**src/rtl/cip_pkg.sv**
```systemverilog
// Shared types and codes for the compression identification packet parser.
// Depends on nothing; every other file in rtl/ uses it by scoped names.
`default_nettype none

package cip_pkg;

  // Most results one packet byte can produce
  localparam int unsigned RES_MAX = 3;

  // Field codes of a result
  localparam logic [3:0] FLD_TYPE        = 4'd0;
  localparam logic [3:0] FLD_APID        = 4'd1;
  localparam logic [3:0] FLD_SEQFLAG     = 4'd2;
  localparam logic [3:0] FLD_SEQCOUNT    = 4'd3;
  localparam logic [3:0] FLD_DATALEN     = 4'd4;
  localparam logic [3:0] FLD_GROUPS      = 4'd5;
  localparam logic [3:0] FLD_TECHNIQUE   = 4'd6;
  localparam logic [3:0] FLD_REFINTERVAL = 4'd7;
  localparam logic [3:0] FLD_PREPROC     = 4'd8;
  localparam logic [3:0] FLD_PREDICTOR   = 4'd9;
  localparam logic [3:0] FLD_MAPPER      = 4'd10;
  localparam logic [3:0] FLD_BLOCK       = 4'd11;
  localparam logic [3:0] FLD_SENSE       = 4'd12;
  localparam logic [3:0] FLD_RESOLUTION  = 4'd13;
  localparam logic [3:0] FLD_OPTION      = 4'd14;
  localparam logic [3:0] FLD_CDS         = 4'd15;

  // Error codes, in order of the checks
  localparam logic [3:0] ERR_NONE        = 4'd0;
  localparam logic [3:0] ERR_VERSION     = 4'd1;
  localparam logic [3:0] ERR_SEC_HDR     = 4'd2;
  localparam logic [3:0] ERR_TECHNIQUE   = 4'd3;
  localparam logic [3:0] ERR_PREPROC_HDR = 4'd4;
  localparam logic [3:0] ERR_ENTROPY_HDR = 4'd5;
  localparam logic [3:0] ERR_PREDICTOR   = 4'd6;
  localparam logic [3:0] ERR_MAPPER      = 4'd7;
  localparam logic [3:0] ERR_BLOCK_RSVD  = 4'd8;
  localparam logic [3:0] ERR_BLOCK_APP   = 4'd9;
  localparam logic [3:0] ERR_SENSE       = 4'd10;
  localparam logic [3:0] ERR_OPTION_ZERO = 4'd11;
  localparam logic [3:0] ERR_OPTION_RES  = 4'd12;
  localparam logic [3:0] ERR_DATA_LEN    = 4'd13;

  // Byte positions within the packet
  localparam logic [3:0] POS_HDR0  = 4'd0;
  localparam logic [3:0] POS_HDR1  = 4'd1;
  localparam logic [3:0] POS_HDR2  = 4'd2;
  localparam logic [3:0] POS_HDR3  = 4'd3;
  localparam logic [3:0] POS_HDR4  = 4'd4;
  localparam logic [3:0] POS_HDR5  = 4'd5;
  localparam logic [3:0] POS_SRC0  = 4'd6;
  localparam logic [3:0] POS_SRC1  = 4'd7;
  localparam logic [3:0] POS_SRC2  = 4'd8;
  localparam logic [3:0] POS_SRC3  = 4'd9;
  localparam logic [3:0] POS_PRE0  = 4'd10;
  localparam logic [3:0] POS_PRE1  = 4'd11;
  localparam logic [3:0] POS_ENT0  = 4'd12;
  localparam logic [3:0] POS_ENT1  = 4'd13;
  localparam logic [3:0] POS_LAST  = 4'd15;

  // One result item
  typedef struct packed {
    logic [3:0]  field_code;
    logic [15:0] field_value;
    logic [3:0]  error_code;
    logic        last_result;
  } result_t;

  typedef result_t [RES_MAX-1:0] res_vec_t;

  // Parse state kept between bytes
  typedef struct packed {
    logic [3:0]  pos;
    logic        idle;
    logic [7:0]  held;
    logic        lossless;
    logic        preproc;
    logic [5:0]  resolution;
    logic [15:0] data_len;
  } parse_state_t;

endpackage

`default_nettype wire

```
**src/rtl/cip_decode.sv**
```systemverilog
// Parse state register and per-byte field decode with validity checks.
// Depends on cip_pkg for result and state types and all codes.
`default_nettype none

module cip_decode (
  input  wire logic              clk,
  input  wire logic              rst_n,
  input  wire logic              step,
  input  wire logic [7:0]        data_byte,
  input  wire logic              first_byte,
  output logic [1:0]             res_cnt,
  output cip_pkg::res_vec_t      res
);

  cip_pkg::parse_state_t st_r;
  cip_pkg::parse_state_t st_nxt;

  cip_pkg::parse_state_t cur;
  logic                  fail_en;
  logic [3:0]            fail_err;
  logic                  ent_first;
  logic                  ent_second;
  logic [1:0]            opt;
  logic                  opt_mismatch;
  logic [16:0]            len_plus1;
  logic [16:0]            used_bytes;
  logic [2:0]            pred_code;
  logic [1:0]            map_code;
  logic [15:0]           pred_val;
  logic [15:0]           map_val;
  logic                  pred_ok;
  logic                  map_ok;
  logic [5:0]            new_res;

  function automatic cip_pkg::result_t mk(input logic [3:0] code, input logic [15:0] value,
                                          input logic last);
    cip_pkg::result_t r;
    r.field_code  = code;
    r.field_value = value;
    r.error_code  = cip_pkg::ERR_NONE;
    r.last_result = last;
    return r;
  endfunction

  // Option code against the sample resolution
  always_comb begin
    opt = data_byte[5:4];
    unique case (opt)
      2'd1:    opt_mismatch = (cur.resolution > 6'd8);
      2'd2:    opt_mismatch = (cur.resolution <= 6'd8) || (cur.resolution > 6'd16);
      2'd3:    opt_mismatch = (cur.resolution <= 6'd16) || (cur.resolution > 6'd32);
      default: opt_mismatch = 1'b0;
    endcase
  end

  // Predictor and mapper code translation
  always_comb begin
    pred_code = data_byte[4:2];
    map_code  = data_byte[1:0];
    pred_ok   = 1'b1;
    pred_val  = 16'd0;
    unique case (pred_code)
      3'd0:    pred_val = 16'd0;
      3'd1:    pred_val = 16'd1;
      3'd7:    pred_val = 16'd2;
      default: pred_ok  = 1'b0;
    endcase
    map_ok  = 1'b1;
    map_val = 16'd0;
    unique case (map_code)
      2'd0:    map_val = 16'd0;
      2'd3:    map_val = 16'd1;
      default: map_ok  = 1'b0;
    endcase
  end

  // Decode one byte against the current state
  always_comb begin
    cur = st_r;
    if (first_byte) begin
      cur      = '0;
      cur.idle = 1'b0;
    end
    st_nxt     = cur;
    res        = '0;
    res_cnt    = 2'd0;
    fail_en    = 1'b0;
    fail_err   = cip_pkg::ERR_NONE;
    ent_first  = (cur.pos == cip_pkg::POS_ENT0) ||
                 ((cur.pos == cip_pkg::POS_PRE0) && !cur.lossless);
    ent_second = (cur.pos == cip_pkg::POS_ENT1) ||
                 ((cur.pos == cip_pkg::POS_PRE1) && !cur.lossless);
    len_plus1  = {1'b0, cur.data_len} + 17'd1;
    used_bytes = cur.lossless ? 17'd8 : 17'd6;
    new_res    = {1'b0, data_byte[4:0]} + 6'd1;

    if (!cur.idle) begin
      if (cur.pos != cip_pkg::POS_LAST) begin
        st_nxt.pos = cur.pos + 4'd1;
      end
      if (ent_first) begin
        // Entropy coder field, first byte
        if (data_byte[7:6] != 2'b01) begin
          fail_en  = 1'b1;
          fail_err = cip_pkg::ERR_ENTROPY_HDR;
        end else if (opt == 2'd0) begin
          fail_en  = 1'b1;
          fail_err = cip_pkg::ERR_OPTION_ZERO;
        end else if (cur.lossless && opt_mismatch) begin
          fail_en  = 1'b1;
          fail_err = cip_pkg::ERR_OPTION_RES;
        end else begin
          st_nxt.held = data_byte;
          res[0]      = mk(cip_pkg::FLD_OPTION, {14'd0, opt - 2'd1}, 1'b0);
          res_cnt     = 2'd1;
        end
      end else if (ent_second) begin
        // Entropy coder field, second byte: length check and final result
        if (len_plus1 < used_bytes) begin
          fail_en  = 1'b1;
          fail_err = cip_pkg::ERR_DATA_LEN;
        end else begin
          res[0]      = mk(cip_pkg::FLD_CDS,
                           {4'd0, cur.held[3:0], data_byte} + 16'd1, 1'b1);
          res_cnt     = 2'd1;
          st_nxt.idle = 1'b1;
        end
      end else begin
        unique case (cur.pos)
          cip_pkg::POS_HDR0: begin
            if (data_byte[7:5] != 3'd0) begin
              fail_en  = 1'b1;
              fail_err = cip_pkg::ERR_VERSION;
            end else if (data_byte[3]) begin
              fail_en  = 1'b1;
              fail_err = cip_pkg::ERR_SEC_HDR;
            end else begin
              st_nxt.held = data_byte;
              res[0]      = mk(cip_pkg::FLD_TYPE, {15'd0, data_byte[4]}, 1'b0);
              res_cnt     = 2'd1;
            end
          end
          cip_pkg::POS_HDR1: begin
            res[0]  = mk(cip_pkg::FLD_APID, {5'd0, cur.held[2:0], data_byte}, 1'b0);
            res_cnt = 2'd1;
          end
          cip_pkg::POS_HDR2: begin
            st_nxt.held = data_byte;
            res[0]      = mk(cip_pkg::FLD_SEQFLAG, {14'd0, data_byte[7:6]}, 1'b0);
            res_cnt     = 2'd1;
          end
          cip_pkg::POS_HDR3: begin
            res[0]  = mk(cip_pkg::FLD_SEQCOUNT, {2'd0, cur.held[5:0], data_byte}, 1'b0);
            res_cnt = 2'd1;
          end
          cip_pkg::POS_HDR4, cip_pkg::POS_SRC0: begin
            st_nxt.held = data_byte;
          end
          cip_pkg::POS_HDR5: begin
            st_nxt.data_len = {cur.held, data_byte};
            res[0]          = mk(cip_pkg::FLD_DATALEN, {cur.held, data_byte}, 1'b0);
            res_cnt         = 2'd1;
          end
          cip_pkg::POS_SRC1: begin
            res[0]  = mk(cip_pkg::FLD_GROUPS,
                         {4'd0, cur.held[3:0], data_byte} + 16'd1, 1'b0);
            res_cnt = 2'd1;
          end
          cip_pkg::POS_SRC2: begin
            if (data_byte > 8'd1) begin
              fail_en  = 1'b1;
              fail_err = cip_pkg::ERR_TECHNIQUE;
            end else begin
              st_nxt.lossless = data_byte[0];
              res[0]          = mk(cip_pkg::FLD_TECHNIQUE, {8'd0, data_byte}, 1'b0);
              res_cnt         = 2'd1;
            end
          end
          cip_pkg::POS_SRC3: begin
            res[0]  = mk(cip_pkg::FLD_REFINTERVAL, {8'd0, data_byte} + 16'd1, 1'b0);
            res_cnt = 2'd1;
          end
          cip_pkg::POS_PRE0: begin
            // Preprocessor field, first byte (lossless only)
            if (data_byte[7:6] != 2'd0) begin
              fail_en  = 1'b1;
              fail_err = cip_pkg::ERR_PREPROC_HDR;
            end else begin
              st_nxt.preproc = data_byte[5];
              if (!data_byte[5]) begin
                res[0]  = mk(cip_pkg::FLD_PREPROC, 16'd0, 1'b0);
                res_cnt = 2'd1;
              end else if (!pred_ok) begin
                fail_en  = 1'b1;
                fail_err = cip_pkg::ERR_PREDICTOR;
              end else if (!map_ok) begin
                fail_en  = 1'b1;
                fail_err = cip_pkg::ERR_MAPPER;
              end else begin
                res[0]  = mk(cip_pkg::FLD_PREPROC, 16'd1, 1'b0);
                res[1]  = mk(cip_pkg::FLD_PREDICTOR, pred_val, 1'b0);
                res[2]  = mk(cip_pkg::FLD_MAPPER, map_val, 1'b0);
                res_cnt = 2'd3;
              end
            end
          end
          cip_pkg::POS_PRE1: begin
            // Preprocessor field, second byte (lossless only)
            if (data_byte[7:6] == 2'd2) begin
              fail_en  = 1'b1;
              fail_err = cip_pkg::ERR_BLOCK_RSVD;
            end else if (data_byte[7:6] == 2'd3) begin
              fail_en  = 1'b1;
              fail_err = cip_pkg::ERR_BLOCK_APP;
            end else if (!cur.preproc && !data_byte[5]) begin
              fail_en  = 1'b1;
              fail_err = cip_pkg::ERR_SENSE;
            end else begin
              st_nxt.resolution = new_res;
              res[0]  = mk(cip_pkg::FLD_BLOCK, data_byte[6] ? 16'd16 : 16'd8, 1'b0);
              res[1]  = mk(cip_pkg::FLD_SENSE, {15'd0, data_byte[5]}, 1'b0);
              res[2]  = mk(cip_pkg::FLD_RESOLUTION, {10'd0, new_res}, 1'b0);
              res_cnt = 2'd3;
            end
          end
          default: begin
            st_nxt.idle = 1'b1;
          end
        endcase
      end

      // A failed check replaces everything with one final error result
      if (fail_en) begin
        res                   = '0;
        res[0].field_code     = cip_pkg::FLD_TYPE;
        res[0].field_value    = 16'd0;
        res[0].error_code     = fail_err;
        res[0].last_result    = 1'b1;
        res_cnt               = 2'd1;
        st_nxt.idle           = 1'b1;
      end
    end
  end

  // Advance the parse state on each consumed byte; reset waits for a first byte
  always_ff @(posedge clk) begin
    if (!rst_n) begin
      st_r <= '{pos: 4'd0, idle: 1'b1, held: 8'd0, lossless: 1'b0, preproc: 1'b0,
                resolution: 6'd0, data_len: 16'd0};
    end else if (step) begin
      st_r <= st_nxt;
    end
  end

endmodule

`default_nettype wire

```
**src/rtl/cip_result_buf.sv**
```systemverilog
// Three-slot result register: loads all results of one byte, drains one per transfer.
// Depends on cip_pkg for the result types.
`default_nettype none

module cip_result_buf (
  input  wire logic              clk,
  input  wire logic              rst_n,
  input  wire logic              load,
  input  wire logic [1:0]        load_cnt,
  input  wire cip_pkg::res_vec_t load_res,
  output logic                   can_load,
  output logic                   out_vld,
  input  wire logic              out_rdy,
  output cip_pkg::result_t       out_res
);

  cip_pkg::res_vec_t slot_r;
  logic [1:0]        cnt_r;
  logic              pop;

  assign out_vld  = (cnt_r != 2'd0);
  assign out_res  = slot_r[0];
  assign pop      = out_vld && out_rdy;
  // Room for a new set once the last held result leaves
  assign can_load = (cnt_r == 2'd0) || ((cnt_r == 2'd1) && pop);

  // Hold the count
  always_ff @(posedge clk) begin
    if (!rst_n) begin
      cnt_r <= 2'd0;
    end else if (load) begin
      cnt_r <= load_cnt;
    end else if (pop) begin
      cnt_r <= cnt_r - 2'd1;
    end
  end

  // Load or shift the slots
  always_ff @(posedge clk) begin
    if (load) begin
      slot_r <= load_res;
    end else if (pop) begin
      slot_r[0] <= slot_r[1];
      slot_r[1] <= slot_r[2];
    end
  end

endmodule

`default_nettype wire

```
**src/rtl/cip_header_parser_top.sv**
```systemverilog
// Top level of the compression identification packet header parser.
// Depends on cip_pkg, cip_decode and cip_result_buf.
`default_nettype none

// Parses a compression identification packet one byte per input transfer and
// emits each decoded header field as a field code and value; a failed check
// emits a single error result with last_result set and the parser then ignores
// bytes until one arrives with in_first_byte set. A byte is registered on
// input, decoded in the next cycle and its results written into a three-slot
// result register once it has room. Bytes that give zero or one result stream
// at one per cycle while the output is ready; the two preprocessor bytes of a
// lossless packet give up to three results each and hold the input, the rate
// being set by the result register draining one result per output transfer.
module cip_header_parser_top (
  input  wire logic        clk,
  input  wire logic        rst_n,
  input  wire logic        in_valid,
  output logic             in_ready,
  input  wire logic [7:0]  in_data_byte,
  input  wire logic        in_first_byte,
  output logic             out_valid,
  input  wire logic        out_ready,
  output logic [3:0]       out_field_code,
  output logic [15:0]      out_field_value,
  output logic [3:0]       out_error_code,
  output logic             out_last_result
);

  logic              in_vld_r;
  logic              in_vld_nxt;
  logic [7:0]        in_byte_r;
  logic              in_first_r;
  logic              step;
  logic              can_load;
  logic [1:0]        res_cnt;
  cip_pkg::res_vec_t res;
  cip_pkg::result_t  out_res;

  // Consume the held byte when its results fit
  assign step     = in_vld_r && ((res_cnt == 2'd0) || can_load);
  assign in_ready = !in_vld_r || step;

  always_comb begin
    in_vld_nxt = in_vld_r;
    if (in_valid && in_ready) begin
      in_vld_nxt = 1'b1;
    end else if (step) begin
      in_vld_nxt = 1'b0;
    end
  end

  // Input register
  always_ff @(posedge clk) begin
    if (!rst_n) begin
      in_vld_r <= 1'b0;
    end else begin
      in_vld_r <= in_vld_nxt;
    end
  end

  always_ff @(posedge clk) begin
    if (in_valid && in_ready) begin
      in_byte_r  <= in_data_byte;
      in_first_r <= in_first_byte;
    end
  end

  cip_decode u_decode (
    .clk        (clk),
    .rst_n      (rst_n),
    .step       (step),
    .data_byte  (in_byte_r),
    .first_byte (in_first_r),
    .res_cnt    (res_cnt),
    .res        (res)
  );

  cip_result_buf u_result_buf (
    .clk      (clk),
    .rst_n    (rst_n),
    .load     (step && (res_cnt != 2'd0)),
    .load_cnt (res_cnt),
    .load_res (res),
    .can_load (can_load),
    .out_vld  (out_valid),
    .out_rdy  (out_ready),
    .out_res  (out_res)
  );

  assign out_field_code  = out_res.field_code;
  assign out_field_value = out_res.field_value;
  assign out_error_code  = out_res.error_code;
  assign out_last_result = out_res.last_result;

`ifndef SYNTHESIS
  // Results are only loaded when the buffer has room
  a_load_room: assert property (@(posedge clk) disable iff (!rst_n)
    (step && (res_cnt != 2'd0)) |-> can_load)
    else $error("result set loaded into occupied buffer");

  // An error result always ends the packet
  a_err_last: assert property (@(posedge clk) disable iff (!rst_n)
    (out_valid && (out_error_code != cip_pkg::ERR_NONE)) |-> out_last_result)
    else $error("error result without last flag");

  // A final success result carries the cds field
  a_cds_last: assert property (@(posedge clk) disable iff (!rst_n)
    (out_valid && out_last_result && (out_error_code == cip_pkg::ERR_NONE))
      |-> (out_field_code == cip_pkg::FLD_CDS))
    else $error("final success result is not cds");

  // An accepted byte is held in the input register
  a_in_held: assert property (@(posedge clk) disable iff (!rst_n)
    (in_valid && in_ready) |=> in_vld_r)
    else $error("accepted byte lost");
`endif

endmodule

`default_nettype wire
```
**config.mk**
```make
export PLATFORM = sky130hd
export DESIGN_NAME = cip_header_parser_top
export DESIGN_NICKNAME = d
export VERILOG_FILES = /design/src/rtl/cip_pkg.sv /design/src/rtl/cip_decode.sv /design/src/rtl/cip_result_buf.sv /design/src/rtl/cip_header_parser_top.sv
export SDC_FILE = /design/constraint.sdc
export NUM_CORES = 1
export LEC_CHECK = 0
export BUFFER_PORTS_ARGS = -buffer_cell sky130_fd_sc_hd__buf_2
export CORE_ASPECT_RATIO = 0.5
export CORE_MARGIN = 3
export CORE_UTILIZATION = 58
export CTS_BUF_LIST = sky130_fd_sc_hd__clkbuf_8
export DETAILED_ROUTE_END_ITERATION = 16
export GPL_ROUTABILITY_DRIVEN = 0
export GPL_TIMING_DRIVEN = 1
export MAX_ROUTING_LAYER = met4
export PLACE_DENSITY_LB_ADDON = 0.05
export SLEW_MARGIN = 5
export SYNTH_ARGS = -nofsm -noshare
export SYNTH_HDL_FRONTEND = slang
export SYNTH_SLANG_ARGS = --single-unit
export TNS_END_PERCENT = 50
```
**constraint.sdc**
```tcl
create_clock -name clk -period 9.3 [get_ports clk]
set_clock_uncertainty 0.2 [all_clocks]
set_input_delay 1.86 -clock clk [delete_from_list [all_inputs] [get_ports clk]]
set_output_delay 1.86 -clock clk [all_outputs]
set_load 0.05 [all_outputs]
```
==> flow_metrics.py <==
metrics = {
    "floorplanning": {
        "dieWidth_um": 150,
        "placeableCoreArea_mm2": 0.00979,
        "io-pin-count": 40,
        "rows": 25,
        "start_util_pct": 61.6,
        "die_y_um": 78.1,
        "die_area_mm2": 0.0117,
    },
    "sta": {
        "finalCritPeriodShare_pct": 63.4,
        "setup-violations-final": 0,
        "rsz0062_at_grt": "false",
        "fmax_mhz": 170,
        "tightest_slew_ns": 1.08,
        "final-hold-violation-count": 0,
        "slew_headroom_pct": 27.7,
        "setup_tns_ns": 0,
        "post-route-min-period_ns": 5.89,
        "slew_viol_final": 0,
    },
    "power": {
        "power_frac_comb_pct": 31.7,
        "clock_power_share_pct": 21.9,
        "ir_drop_v": 0.0000839,
        "powerDensity_mw_per_mm2": 189,
        "p_sw_uw": 482,
        "p_int_uw": 702,
        "leakage_uw": 0.00218,
        "p_total_uw": 1180,
        "switching_share_pct": 40.7,
        "seqPwrFrac_pct": 46.4,
    },
    "place": {
        "dpl.hpwl_um": 12900,
        "placed_cells": 798,
        "dpl-instance-area_mm2": 0.00607,
        "port_buffers": 39,
    },
    "final_layout": {
        "fin_area_mm2": 0.00626,
        "drive_gt1_share_pct": 14.1,
        "nNetsFinal": 704,
        "layout_commonest_cell": "o21ai_0",
        "seqCellArea_mm2": 0.00239,
        "fillCellCount": 858,
        "antennaDiodeCount": 0,
        "area_delta_synth_final_pct": 3.71,
        "final_cell_mix": "o21ai_0, a21oi_1, nand2_1, edfxtp_1, nor2_1",
        "instances_no_fill": 814,
        "multi_input_area_mm2": 0.00319,
    },
    "clock_tree": {
        "clk_pin_slew_worst_paths_ns": 0.09,
        "cts_resized": 0,
        "cts_tree": "built",
        "clock_sinks": 93,
        "insertion_delay_ns": 0.37,
        "post_cts_buffers": 0,
        "hold_buffers": 0,
        "cts-root-buf": "clkbuf_8",
        "clockBufferDepth": 2,
        "numCtsBuffers": 9,
        "h-tree-depth": 3,
    },
    "status": {
        "status": "completed",
    },
    "logic_synthesis": {
        "synth_top_area_share_pct": 26.4,
        "synth_area_leaders": "edfxtp_1, dfxtp_1, o21ai_0",
        "synthFlopType": "edfxtp_1",
        "synth_edf_count": 53,
        "synth_cell_types": 85,
        "synthArstFlopShare_pct": 0,
        "synth_warnings": 0,
        "syn_inst": 681,
        "synthesis.area_mm2": 0.00603,
        "yosys.area.top_type": "edfxtp_1",
        "syn_area_per_cell_um2": 8.86,
        "ys_seq_elements": 93,
        "synth.yosys.seq_area_share_pct": 39.7,
        "synth_nets": 711,
    },
    "routing": {
        "drt_iter0_markers": 878,
        "route.detailed.drc": 0,
        "ant_nets": 0,
        "vias": 5534,
        "wl_per_cell_um": 21.7,
        "routed_wl_um": 17700,
        "drt-pass1-iter-count": 6,
        "viasPerCell": 6.80,
    },
    "worst_setup_path": {
        "crit_path_max_fanout": 45,
        "critPathRequiredTime_ns": 7.24,
        "end_kind": "primary output",
        "arrival_ns": 3.83,
        "cp-start-kind": "register",
        "crit_type": "register to primary output",
    },
    "grt": {
        "globalRouteTotalUtil_pct": 31.1,
        "grt_antenna_before_repair": 0,
        "grt_max_degree": 46,
        "gr-total-overflow": 0,
        "grt_pass1_wl_um": 27300,
        "grt_pass1_vias": 4891,
    },
    "job": {
        "max-cap-violations": 0,
    },
    "hold_path": {
        "min_path_type": "register to register",
    },
}
-- layer usage --
metal  GRT usage (%)  part of all wire, %  vias up
li1                -                    -     2499
met1            46.3                   46     2615
met2            41.2                   38      381
met3            10.5                   14       39
met4            5.57                  1.4        0
met5               -                    0        -
-- worst max-delay path: stages, from the launching register on --
cell and delay [ns]:
edfxtp_1 0.37, buf_4 0.28, inv_2 0.28, nand2_1 0.15, inv_1 0.13, ha_1 0.51, nand4bb_4 0.22, a211oi_1 0.44
o32ai_1 0.29, nand4b_2 0.19, o21ai_0 0.09, nor2_1 0.21, inv_1 0.07, buf_2 0.21
-- cell families (layout without fill, tap and decap cells) --
logic type	after synthesis	in the layout	share of synthesized area (%)
AND/OR/NAND/NOR	258	258	23.4
AO/OA/AOI/OAI	217	217	24.4
flip-flops	93	93	39.7
buffers and inverters	85	83	7.47
adder cells (fa/ha/maj)	17	17	3.53
XOR/XNOR	10	10	1.45
multiplexers	1	1	0.187
-- final timing paths --
path / start / to / slack, ns / cells past startpoint
hold / removal: u_decode.st_r[11] / u_decode.st_r[11] / 0.28 / 2
setup / recovery: in_first_r / in_ready / 3.41 / 13
hold reg to reg: u_decode.st_r[11] / u_decode.st_r[11] / 0.28 / 2
setup reg to reg: in_first_r / u_result_buf.out_res[18] / 4.13 / 13
-- metrics by stage --
step	util (%)	hold WS (ns)	worst slack, ns
finish	63.9	0.276	3.41
global route	63.9	0.311	3.17
CTS	63.9	0.276	3.53
detailed placement	62.0	0.262	3.93
global placement	62.0	0.256	4.10
floorplan	-	0.245	4.42
-- final cells by class --
type / instances / share of cell area [%]
Tap cell: 135 / 2.70
Clock inverter: 7 / 0.940
Inverter: 22 / 1.32
Multi-Input combinational cell: 503 / 51.0
Timing Repair Buffer: 45 / 3.84
Clock buffer: 9 / 1.98
Sequential cell: 93 / 38.2
-- cell usage after synthesis, drive strengths merged, types with 8 or more instances --
library cell	number
a211oi	10
a21oi	55
a31oi	10
and2	15
and3	10
buf	40
clkbuf	23
dfxtp	40
edfxtp	53
ha	17
inv	21
nand2	54
nand2b	9
nand3	38
nand4	8
nor2	50
nor2b	12
nor3	18
o211ai	9
o21ai	63
o31ai	9
or2	9
-- flip-flops by register name (all words and copies together), names as in the netlist --
signal,count
u_decode.st_r,37
u_result_buf.out_res,25
u_result_buf.slot_r,19
in_byte_r,8
u_result_buf.cnt_r,2
in_first_r,1
in_vld_r,1
-- power groups by stage --
stage          logic [µW]  registers, µW  clock network [µW]
2_1_floorplan         324            547                   0
3_3_place_gp          365            554                   0
3_5_place_dp          371            557                   0
4_1_cts               372            548                 264
5_1_grt               399            554                 283
6_report              375            549                 259
No activity file was read; power rests on OpenSTA's default activity.
